--- src/rtl/fltw_pkg.sv ---
// shared types and constants for the four-level page table walker
// used by fltw_walk and four_level_page_table_walker; no dependencies
package fltw_pkg;

  localparam int unsigned VaWidth     = 48;
  localparam int unsigned PaWidth     = 52;
  localparam int unsigned EntryWidth  = 64;
  localparam int unsigned IndexBits   = 9;
  localparam int unsigned OffsetBits  = 12;
  localparam int unsigned Levels      = 4;
  localparam int unsigned LevelWidth  = 2;
  localparam int unsigned EntryPresentBit = 0;
  localparam int unsigned EntryLargeBit   = 7;

  localparam logic [LevelWidth-1:0] LevelTop  = LevelWidth'(0);
  localparam logic [LevelWidth-1:0] LevelLast = LevelWidth'(Levels - 1);

  typedef enum logic {
    KIND_TRANSLATE = 1'b0,
    KIND_RESPONSE  = 1'b1
  } in_kind_e;

  typedef enum logic {
    RES_READ = 1'b0,
    RES_DONE = 1'b1
  } res_kind_e;

  typedef enum logic [1:0] {
    ST_OK          = 2'd0,
    ST_NOT_PRESENT = 2'd1,
    ST_LARGE_PAGE  = 2'd2
  } status_e;

  typedef struct packed {
    in_kind_e                kind;
    logic [VaWidth-1:0]      virt_addr;
    logic [EntryWidth-1:0]   read_data;
  } in_item_t;

  typedef struct packed {
    res_kind_e               result_kind;
    logic [PaWidth-1:0]      address;
    status_e                 status;
  } res_item_t;

  typedef struct packed {
    logic                    emit;
    logic                    busy;
    res_item_t               item;
  } step_t;

  // table index of the virtual address for a given level, top level first
  function automatic logic [IndexBits-1:0] table_index(
    input logic [VaWidth-1:0]    va,
    input logic [LevelWidth-1:0] level
  );
    logic [IndexBits-1:0] idx;
    idx = '0;
    case (level)
      2'd0:    idx = va[OffsetBits + 3*IndexBits +: IndexBits];
      2'd1:    idx = va[OffsetBits + 2*IndexBits +: IndexBits];
      2'd2:    idx = va[OffsetBits + IndexBits +: IndexBits];
      default: idx = va[OffsetBits +: IndexBits];
    endcase
    return idx;
  endfunction

  // entry address: table frame joined with index times eight
  function automatic logic [PaWidth-1:0] entry_address(
    input logic [PaWidth-1:0]    base,
    input logic [VaWidth-1:0]    va,
    input logic [LevelWidth-1:0] level
  );
    return {base[PaWidth-1:OffsetBits], table_index(va, level), 3'b000};
  endfunction

endpackage

--- src/rtl/fltw_walk.sv ---
// walk state and single-step translation logic for one item
// depends on fltw_pkg
module fltw_walk import fltw_pkg::*; (
  input  logic                clk_i,
  input  logic                rst_ni,
  input  logic                step_i,
  input  in_item_t            item_i,
  input  logic [PaWidth-1:0]  root_base_i,
  output step_t               step_o
);

  logic                    busy_q, busy_d;
  logic [LevelWidth-1:0]   level_q, level_d;
  logic [VaWidth-1:0]      saved_q, saved_d;
  logic [LevelWidth-1:0]   level_next;
  step_t                   res;

  assign level_next = level_q + LevelWidth'(1);

  always_comb begin
    res       = '0;
    res.busy  = busy_q;
    busy_d    = busy_q;
    level_d   = level_q;
    saved_d   = saved_q;
    res.item.result_kind = RES_READ;
    res.item.status      = ST_OK;
    if (item_i.kind == KIND_TRANSLATE) begin
      if (!busy_q) begin
        res.emit         = 1'b1;
        res.item.address = entry_address(root_base_i, item_i.virt_addr, LevelTop);
        busy_d  = 1'b1;
        level_d = LevelTop;
        saved_d = item_i.virt_addr;
      end
    end else if (busy_q) begin
      res.emit = 1'b1;
      if (!item_i.read_data[EntryPresentBit]) begin
        res.item.result_kind = RES_DONE;
        res.item.status      = ST_NOT_PRESENT;
        busy_d  = 1'b0;
        level_d = LevelTop;
      end else if (level_q != LevelTop && level_q != LevelLast &&
                   item_i.read_data[EntryLargeBit]) begin
        // large pages are refused at the middle levels
        res.item.result_kind = RES_DONE;
        res.item.status      = ST_LARGE_PAGE;
        busy_d  = 1'b0;
        level_d = LevelTop;
      end else if (level_q == LevelLast) begin
        res.item.result_kind = RES_DONE;
        res.item.address     = {item_i.read_data[PaWidth-1:OffsetBits],
                                saved_q[OffsetBits-1:0]};
        busy_d  = 1'b0;
        level_d = LevelTop;
      end else begin
        res.item.address = entry_address(item_i.read_data[PaWidth-1:0], saved_q,
                                         level_next);
        level_d = level_next;
      end
    end
  end

  assign step_o = res;

  always_ff @(posedge clk_i or negedge rst_ni) begin
    if (!rst_ni) begin
      busy_q  <= 1'b0;
      level_q <= LevelTop;
    end else if (step_i) begin
      busy_q  <= busy_d;
      level_q <= level_d;
    end
  end

  always_ff @(posedge clk_i) begin
    if (step_i) begin
      saved_q <= saved_d;
    end
  end

endmodule

--- src/rtl/four_level_page_table_walker.sv ---
// Four-level page table walker: translates a 48-bit virtual address through four
// levels of 512-entry tables, one level step per item. Each item (translate request
// or memory response) passes an input register, one step of masking and comparing,
// and a result register; an item can be taken every cycle unless m_axis_tready holds
// the result register; only the step stage touches the walk state. Requests while a
// walk is running and responses while idle are dropped without a result. The table
// root must be written over the cfg port while no item is in flight; not enforced here.
// depends on fltw_pkg and fltw_walk
module four_level_page_table_walker import fltw_pkg::*; (
  input  logic                clk_i,
  input  logic                rst_ni,
  // translate requests and memory responses
  input  logic                s_axis_tvalid,
  output logic                s_axis_tready,
  input  logic [111:0]        s_axis_tdata,   // virt_addr [47:0], read_data [111:48]
  input  logic [0:0]          s_axis_tuser,   // kind [0]
  // read requests and finished translations
  output logic                m_axis_tvalid,
  input  logic                m_axis_tready,
  output logic [55:0]         m_axis_tdata,   // address [51:0], status [53:52], zero pad
  output logic [0:0]          m_axis_tuser,   // result_kind [0]
  // root table base
  input  logic                cfg_valid_i,
  output logic                cfg_ready_o,
  input  logic [PaWidth-1:0]  cfg_data_i
);

  logic                in_valid_q;
  in_item_t            in_q;
  logic                out_valid_q;
  res_item_t           out_q;
  logic [PaWidth-1:0]  root_base_q;
  logic                advance;
  step_t               step;

  // stage moves on when the result register is free or being emptied
  assign advance       = in_valid_q && (!out_valid_q || m_axis_tready);
  assign s_axis_tready = !in_valid_q || advance;
  assign cfg_ready_o   = 1'b1;

  always_ff @(posedge clk_i or negedge rst_ni) begin
    if (!rst_ni) begin
      root_base_q <= '0;
    end else if (cfg_valid_i) begin
      root_base_q <= cfg_data_i;
    end
  end

  always_ff @(posedge clk_i or negedge rst_ni) begin
    if (!rst_ni) begin
      in_valid_q <= 1'b0;
    end else if (s_axis_tready) begin
      in_valid_q <= s_axis_tvalid;
    end
  end

  always_ff @(posedge clk_i) begin
    if (s_axis_tvalid && s_axis_tready) begin
      in_q.kind      <= in_kind_e'(s_axis_tuser[0]);
      in_q.virt_addr <= s_axis_tdata[VaWidth-1:0];
      in_q.read_data <= s_axis_tdata[VaWidth +: EntryWidth];
    end
  end

  fltw_walk u_walk (
    .clk_i       (clk_i),
    .rst_ni      (rst_ni),
    .step_i      (advance),
    .item_i      (in_q),
    .root_base_i (root_base_q),
    .step_o      (step)
  );

  always_ff @(posedge clk_i or negedge rst_ni) begin
    if (!rst_ni) begin
      out_valid_q <= 1'b0;
    end else if (advance) begin
      out_valid_q <= step.emit;
    end else if (m_axis_tready) begin
      out_valid_q <= 1'b0;
    end
  end

  always_ff @(posedge clk_i) begin
    if (advance && step.emit) begin
      out_q <= step.item;
    end
  end

  assign m_axis_tvalid = out_valid_q;
  assign m_axis_tuser  = out_q.result_kind;
  assign m_axis_tdata  = {2'b00, out_q.status, out_q.address};

  a_done_ends_walk: assert property (@(posedge clk_i) disable iff (!rst_ni)
    advance && step.emit && step.item.result_kind == RES_DONE |=> !step.busy)
    else $error("walk still busy after a finished translation");

  a_request_starts_walk: assert property (@(posedge clk_i) disable iff (!rst_ni)
    advance && in_q.kind == KIND_TRANSLATE && !step.busy |=> step.busy)
    else $error("accepted request did not start a walk");

  a_failure_zero_addr: assert property (@(posedge clk_i) disable iff (!rst_ni)
    step.emit && step.item.status != ST_OK |-> step.item.address == '0)
    else $error("failed translation carries a nonzero address");

  a_read_is_ok: assert property (@(posedge clk_i) disable iff (!rst_ni)
    step.emit && step.item.result_kind == RES_READ |-> step.item.status == ST_OK)
    else $error("read request carries an error status");

endmodule
--- config.mk ---
export PLATFORM = sky130hd
export DESIGN_NAME = four_level_page_table_walker
export DESIGN_NICKNAME = d
export VERILOG_FILES = /design/src/rtl/fltw_pkg.sv /design/src/rtl/fltw_walk.sv /design/src/rtl/four_level_page_table_walker.sv
export SDC_FILE = /design/constraint.sdc
export NUM_CORES = 1
export LEC_CHECK = 0
export ABC_AREA = 0
export BUFFER_PORTS_ARGS = -buffer_cell sky130_fd_sc_hd__buf_2
export CAP_MARGIN = 20
export CORE_UTILIZATION = 53
export DETAILED_ROUTE_END_ITERATION = 16
export HOLD_SLACK_MARGIN = 0.02
export PLACE_DENSITY = 0.8
export SLEW_MARGIN = 20
export SYNTH_ARGS = -nofsm -noshare
export SYNTH_HDL_FRONTEND = slang
export SYNTH_SLANG_ARGS = --single-unit
--- constraint.sdc ---
create_clock -name clk_i -period 6.3 [get_ports clk_i]
set_input_delay 0.945 -clock clk_i [delete_from_list [all_inputs] [get_ports clk_i]]
set_output_delay 0.945 -clock clk_i [all_outputs]
set_load 0.01 [all_outputs]
## Word level (Yosys, flattened, before mapping)

Cells that the tools add are included.

- Bits in registers: 261
- Input bits: 170
- Word-level logic and storage cells: 66

- $add $sub $neg: 1
- Equality and inequality tests: 6
- Muxes and demuxes: 28
- Bitwise gates (word level): 2
- Reduce and logical (&&, ||, !) cells: 16

Operators by type and width:

| cell | number |
|---|---|
| 2-to-1 mux 52 bit | 4 |
| 2-to-1 mux 54 bit | 1 |
| case mux 9 bit (3 select lines) | 1 |
| 2-to-1 mux 2 bit | 8 |
| 2-to-1 mux 1 bit | 13 |
| 2-to-1 mux 12 bit | 1 |
| AND reduction 3 bit | 3 |
| logical AND 1 bit | 5 |
| == test 2 bit (second input constant) | 2 |
| inequality test 2 bit (second input constant) | 2 |
| nonzero test 2 bit | 2 |
| adder 2 x 1 -> 2 bit (second input constant) | 1 |
| == test 2 x 1 -> 1 bit (second input constant) | 1 |
| zero test 1 bit | 2 |
| zero test 2 bit | 1 |
| logical OR 1 bit | 2 |
| inequality test 2 x 1 -> 1 bit (second input constant) | 1 |
| NOT 1 bit | 2 |
| AND reduction 2 bit | 1 |

## Longest topological paths before layout

- Depth in word-level cells: 8
- Gate-level depth with buffers: 6
- Gate-level depth less buffers: 5

## Cells and area by module

Synthesis repeated with hierarchy kept, for this count alone.

- Cells, all modules: 500
- Area total of the unflattened synthesis: 9934.5 sq um

Modules (own cells, without submodules):

| module | instances | cells an instance | area each (sq um) | sequential area each (sq um) |
|---|---|---|---|---|
| four_level_page_table_walker | 1 | 293 | 7357.1 | 6396.1 |
| fltw_walk | 1 | 207 | 2577.5 | 1516.5 |

## Least setup slack after synthesis

No wires, ideal clock.

- Path type: in2reg
- Start point: input m_axis_tready
- End point: register u_walk.level_q[0]
- Library setup time: 0.125 ns
- Arrival time: 3.673 ns
- Required time: 6.175 ns
- Slack: 2.503 ns
- Cell stages on the path: 3
- Path buffers: 0
- Cells stage by stage: nor2b_1 -> nor3_2 -> mux2_2

- Word-level cells in the longest chain between the ends: 3

RTL lines:

| what | line | source |
|---|---|---|
| start, declared | four_level_page_table_walker.sv:19 | `input logic m_axis_tready,` |
| logical OR 1 bit | four_level_page_table_walker.sv:37 | `assign advance = in_valid_q && (!out_valid_q \|\| m_axis_tready);` |
| logical AND 1 bit | four_level_page_table_walker.sv:37 |  |
| AND reduction 3 bit (no line) | - |  |
| end signal, assigned | fltw_walk.sv:69 | `level_q <= LevelTop;` |
| end signal, assigned | fltw_walk.sv:72 | `level_q <= level_d;` |
| end, declared | fltw_walk.sv:13 | `logic [LevelWidth-1:0] level_q, level_d;` |

No other way between the ends.
A chain may end at the register's enable or synchronous reset.

## Final worst setup path

- Start point: register in_q[112] in the netlist's numbering
- End point: register u_walk.level_q[0]

- Word-level cells in the longest chain between the ends: 2
- Elaborated cells between the ends (all ways): 4
- Those cells by class: 2 x eq/ne; 1 x mux; 1 x reduce/logical

RTL lines:

| what | line | source |
|---|---|---|
| start, declared | four_level_page_table_walker.sv:29 | `in_item_t in_q;` |
| inequality test 2 x 1 -> 1 bit (no line) or inequality test 2 bit (tied branches) | - |  |
| AND reduction 3 bit (no line) | - |  |

Parallel ways exist; a longest one is shown, timed or not.

==> out/summary.txt <==
Top Ports -> 230
Max incr delay on CP -> 490 ps
Routing usage on met2 -> 0.353
# H-tree levels -> 1
WP data required -> 6690 ps
Finish-stage setup viols -> 0
Kind of cell adding the most delay to the critical path -> buffers and inverters
Outcome -> completed
Top cell type by total area after synthesis -> edfxtp_1
First-pass GRT wire length -> 25.4 mm
Hold_buf cts -> 0
Crit Path Max Fanout -> 34
Pwr/cell area -> 404 mW/mm^2
Input/output buffers -> 192
Met1 Use GR -> 0.257
Synth top area cells -> edfxtp_1 68%, dfrtp_1 13%, mux2_2 5.4%
Fmax -> 381 MHz
GRT Max-Usage Layer -> met2
Worst Skew -> 11.4 ps
Post-synth EDFFs -> 194
Gr ovfl total -> 0
Nets@finish -> 825
DPL Wire Length -> 11.0 mm
Fin cells -> 882
Vias per std cell -> 5.29
Top cell type's share of synthesized area -> 0.681
Gate Count Post-Synth -> 447
Share of cells above drive strength 1 -> 0.426
Slowest CP cell -> nor3_4
Cell Chain, Critical Path -> inv_1, ha_1, nor3_4, buf_8, buf_4, mux2_2
Netlist cell types -> 31
Crit path DAT -> 3010 ps
Yosys warns -> 0
Starting Density -> 0.540
Min Tclk post-route -> 2620 ps
TritonCTS clock tree -> built
MaxCap Viol Count -> 0
Clock transition at the registers of the reported paths -> 60 ps
Final ANT Viol Nets -> 0
Syn-to-layout area delta -> 23.6%
Rel. slew slack -> 0.359
Post-synthesis sequential area ratio -> 0.813
Routed length per instance -> 19.4 um
Max Slew Vio Count -> 0
Clk sinks -> 239
Startpoint types -> flip-flop
Largest net degree at the start of global routing -> 56
Worst-Margin Slew -> 961 ps
Total global-route track usage -> 0.205
Initial antenna violation count -> 0
TritonRoute pass-1 iters -> 5
Sum of negative setup slack -> 0 ps
Crit end category -> flip-flop
Post-CTS Setup Inserts -> 0
Leak -> 0.00414 uW
Placed Instances -> 837
Die width -> 129 um
Via Count -> 4,666
Met3 Track Usage GR -> 0.0438
Root buf cell -> clkbuf_16
Unrepaired setup endpoints after global routing -> no
Critical Setup Path Class -> reg -> reg
Finished Core Util -> 0.668
Skew-Pair Late Insertion Delay -> 510 ps
Fin crit share -> 0.417
Synth Flop Type -> edfxtp_1
Post-route DRC violation count -> 0
RD Place Congestion -> 0.751
Fill cells -> 1,061
# rows -> 46
Core ar. -> 0.0158 mm^2
Num CTS Buffers -> 24
Post-CTS sizing -> 0
Syn avg cell area -> 19.1 um^2
N_diodes -> 0
Bufs and invs on worst path -> 3
Total Power -> 4270 uW
Synthesized area -> 0.00855 mm^2
Max Root-Sink Buffers -> 3
Die area -> 0.0167 mm^2
Vias in the first global route -> 4,788
Die height -> 129 um
Synth async-reset ratio -> 0.188
DRT iter0 DRCs -> 371
Yosys reg bits -> 239
WL final -> 17.1 mm
Maximum VDD drop -> 0.194 mV
Final Hold Viols -> 0
Hold WC Path Type -> reg -> reg
==> final timing paths <==
check	end	slack, ps	startpoint	cells after the start
min in group asynchronous	root_base_q[39]	450	rst_ni	1
hold reg to reg	u_walk.saved_q[35]	420	in_q[99]	0
setup / recovery	u_walk.level_q[0]	3680	in_q[112]	6
max in group asynchronous	root_base_q[24]	5410	rst_ni	1
hold / removal	u_walk.saved_q[35]	420	in_q[99]	0
setup reg to reg	u_walk.level_q[0]	3680	in_q[112]	6
==> kinds of logic (layout without fill, tap and decap cells) <==
family	Yosys count	count (layout)	synth area share
mux	42	42	0.0551
other cells	2	3	0.000878
fa+ha+maj	7	7	0.0102
compound gates	73	73	0.0704
simple gates	56	56	0.0338
flops	239	239	0.813
buf+inv	28	246	0.0168
==> layout make-up <==
type	instances	area, um^2	area share
Sequential cell	239	6950	0.657
Multi-Input combinational cell	181	1490	0.141
Timing Repair Buffer	197	1010	0.0954
Clock buffer	33	696	0.0658
Tap cell	216	270	0.0256
Clock inverter	11	140	0.0133
Inverter	5	18.8	0.00177
==> synthesized netlist by cell type (2+ instances only) <==
| cell | count |
|---|---|
| edfxtp_1 | 194 |
| dfrtp_1 | 45 |
| mux2_2 | 41 |
| a22o_1 | 40 |
| nand2_1 | 21 |
| nor2b_1 | 11 |
| a32o_1 | 10 |
| buf_2 | 10 |
| nand3_1 | 10 |
| o21ai_0 | 10 |
| a22oi_1 | 9 |
| ha_1 | 7 |
| clkbuf_1 | 6 |
| buf_4 | 5 |
| inv_1 | 5 |
| and2_1 | 4 |
| nor2_1 | 3 |
| conb_1 | 2 |
| nand2b_1 | 2 |
==> power by group <==
group	total [uW]	switching, uW	internal [uW]
combinational	690	423	267
clock	1460	568	897
sequential	2120	85.4	2030
total	4270	1080	3200
==> flip-flops by register name (all words and copies together), names as in the netlist <==
register	flops
m_axis_tuser	1
m_axis_tvalid	1
m_axis_tdata	54
in_valid_q	1
root_base_q	40
u_walk.busy_q	1
u_walk.saved_q	48
in_q	91
u_walk.level_q	2
==> placed cells by master (no fill, tap or decap), types with 7 or more instances in the layout <==
master,n
a22o_1,40
a22oi_1,9
a32o_1,10
buf_2,191
clkbuf_16,25
dfrtp_1,45
edfxtp_1,194
ha_1,7
mux2_2,41
nand2_1,21
nand3_1,10
nor2b_1,11
o21ai_0,10
==> routing by layer <==
layer,vias to the layer above,wire length (um)
li1,2142,-
met2,194,8770
met4,0,468
met3,37,1240
met1,2293,6610
met5,-,0
==> worst reg2reg max path: cells and delay by family, from the launching register on <==
kind | cells | cell delay, ps
buffers and inverters | 3 | 810
and+or+nand+nor | 1 | 490
DFF | 1 | 460
muxes | 1 | 390
adders and majority gates | 1 | 360
==> stage by stage <==
step,area [um^2],hold slack [ps],setup WS (ps)
floorplan,8560,400,2500
global placement,9720,403,3170
detailed placement,9720,405,3090
CTS,10600,419,3240
global route,10600,430,3520
finish,10600,418,3680
Power figures use the tool's default switching activity.
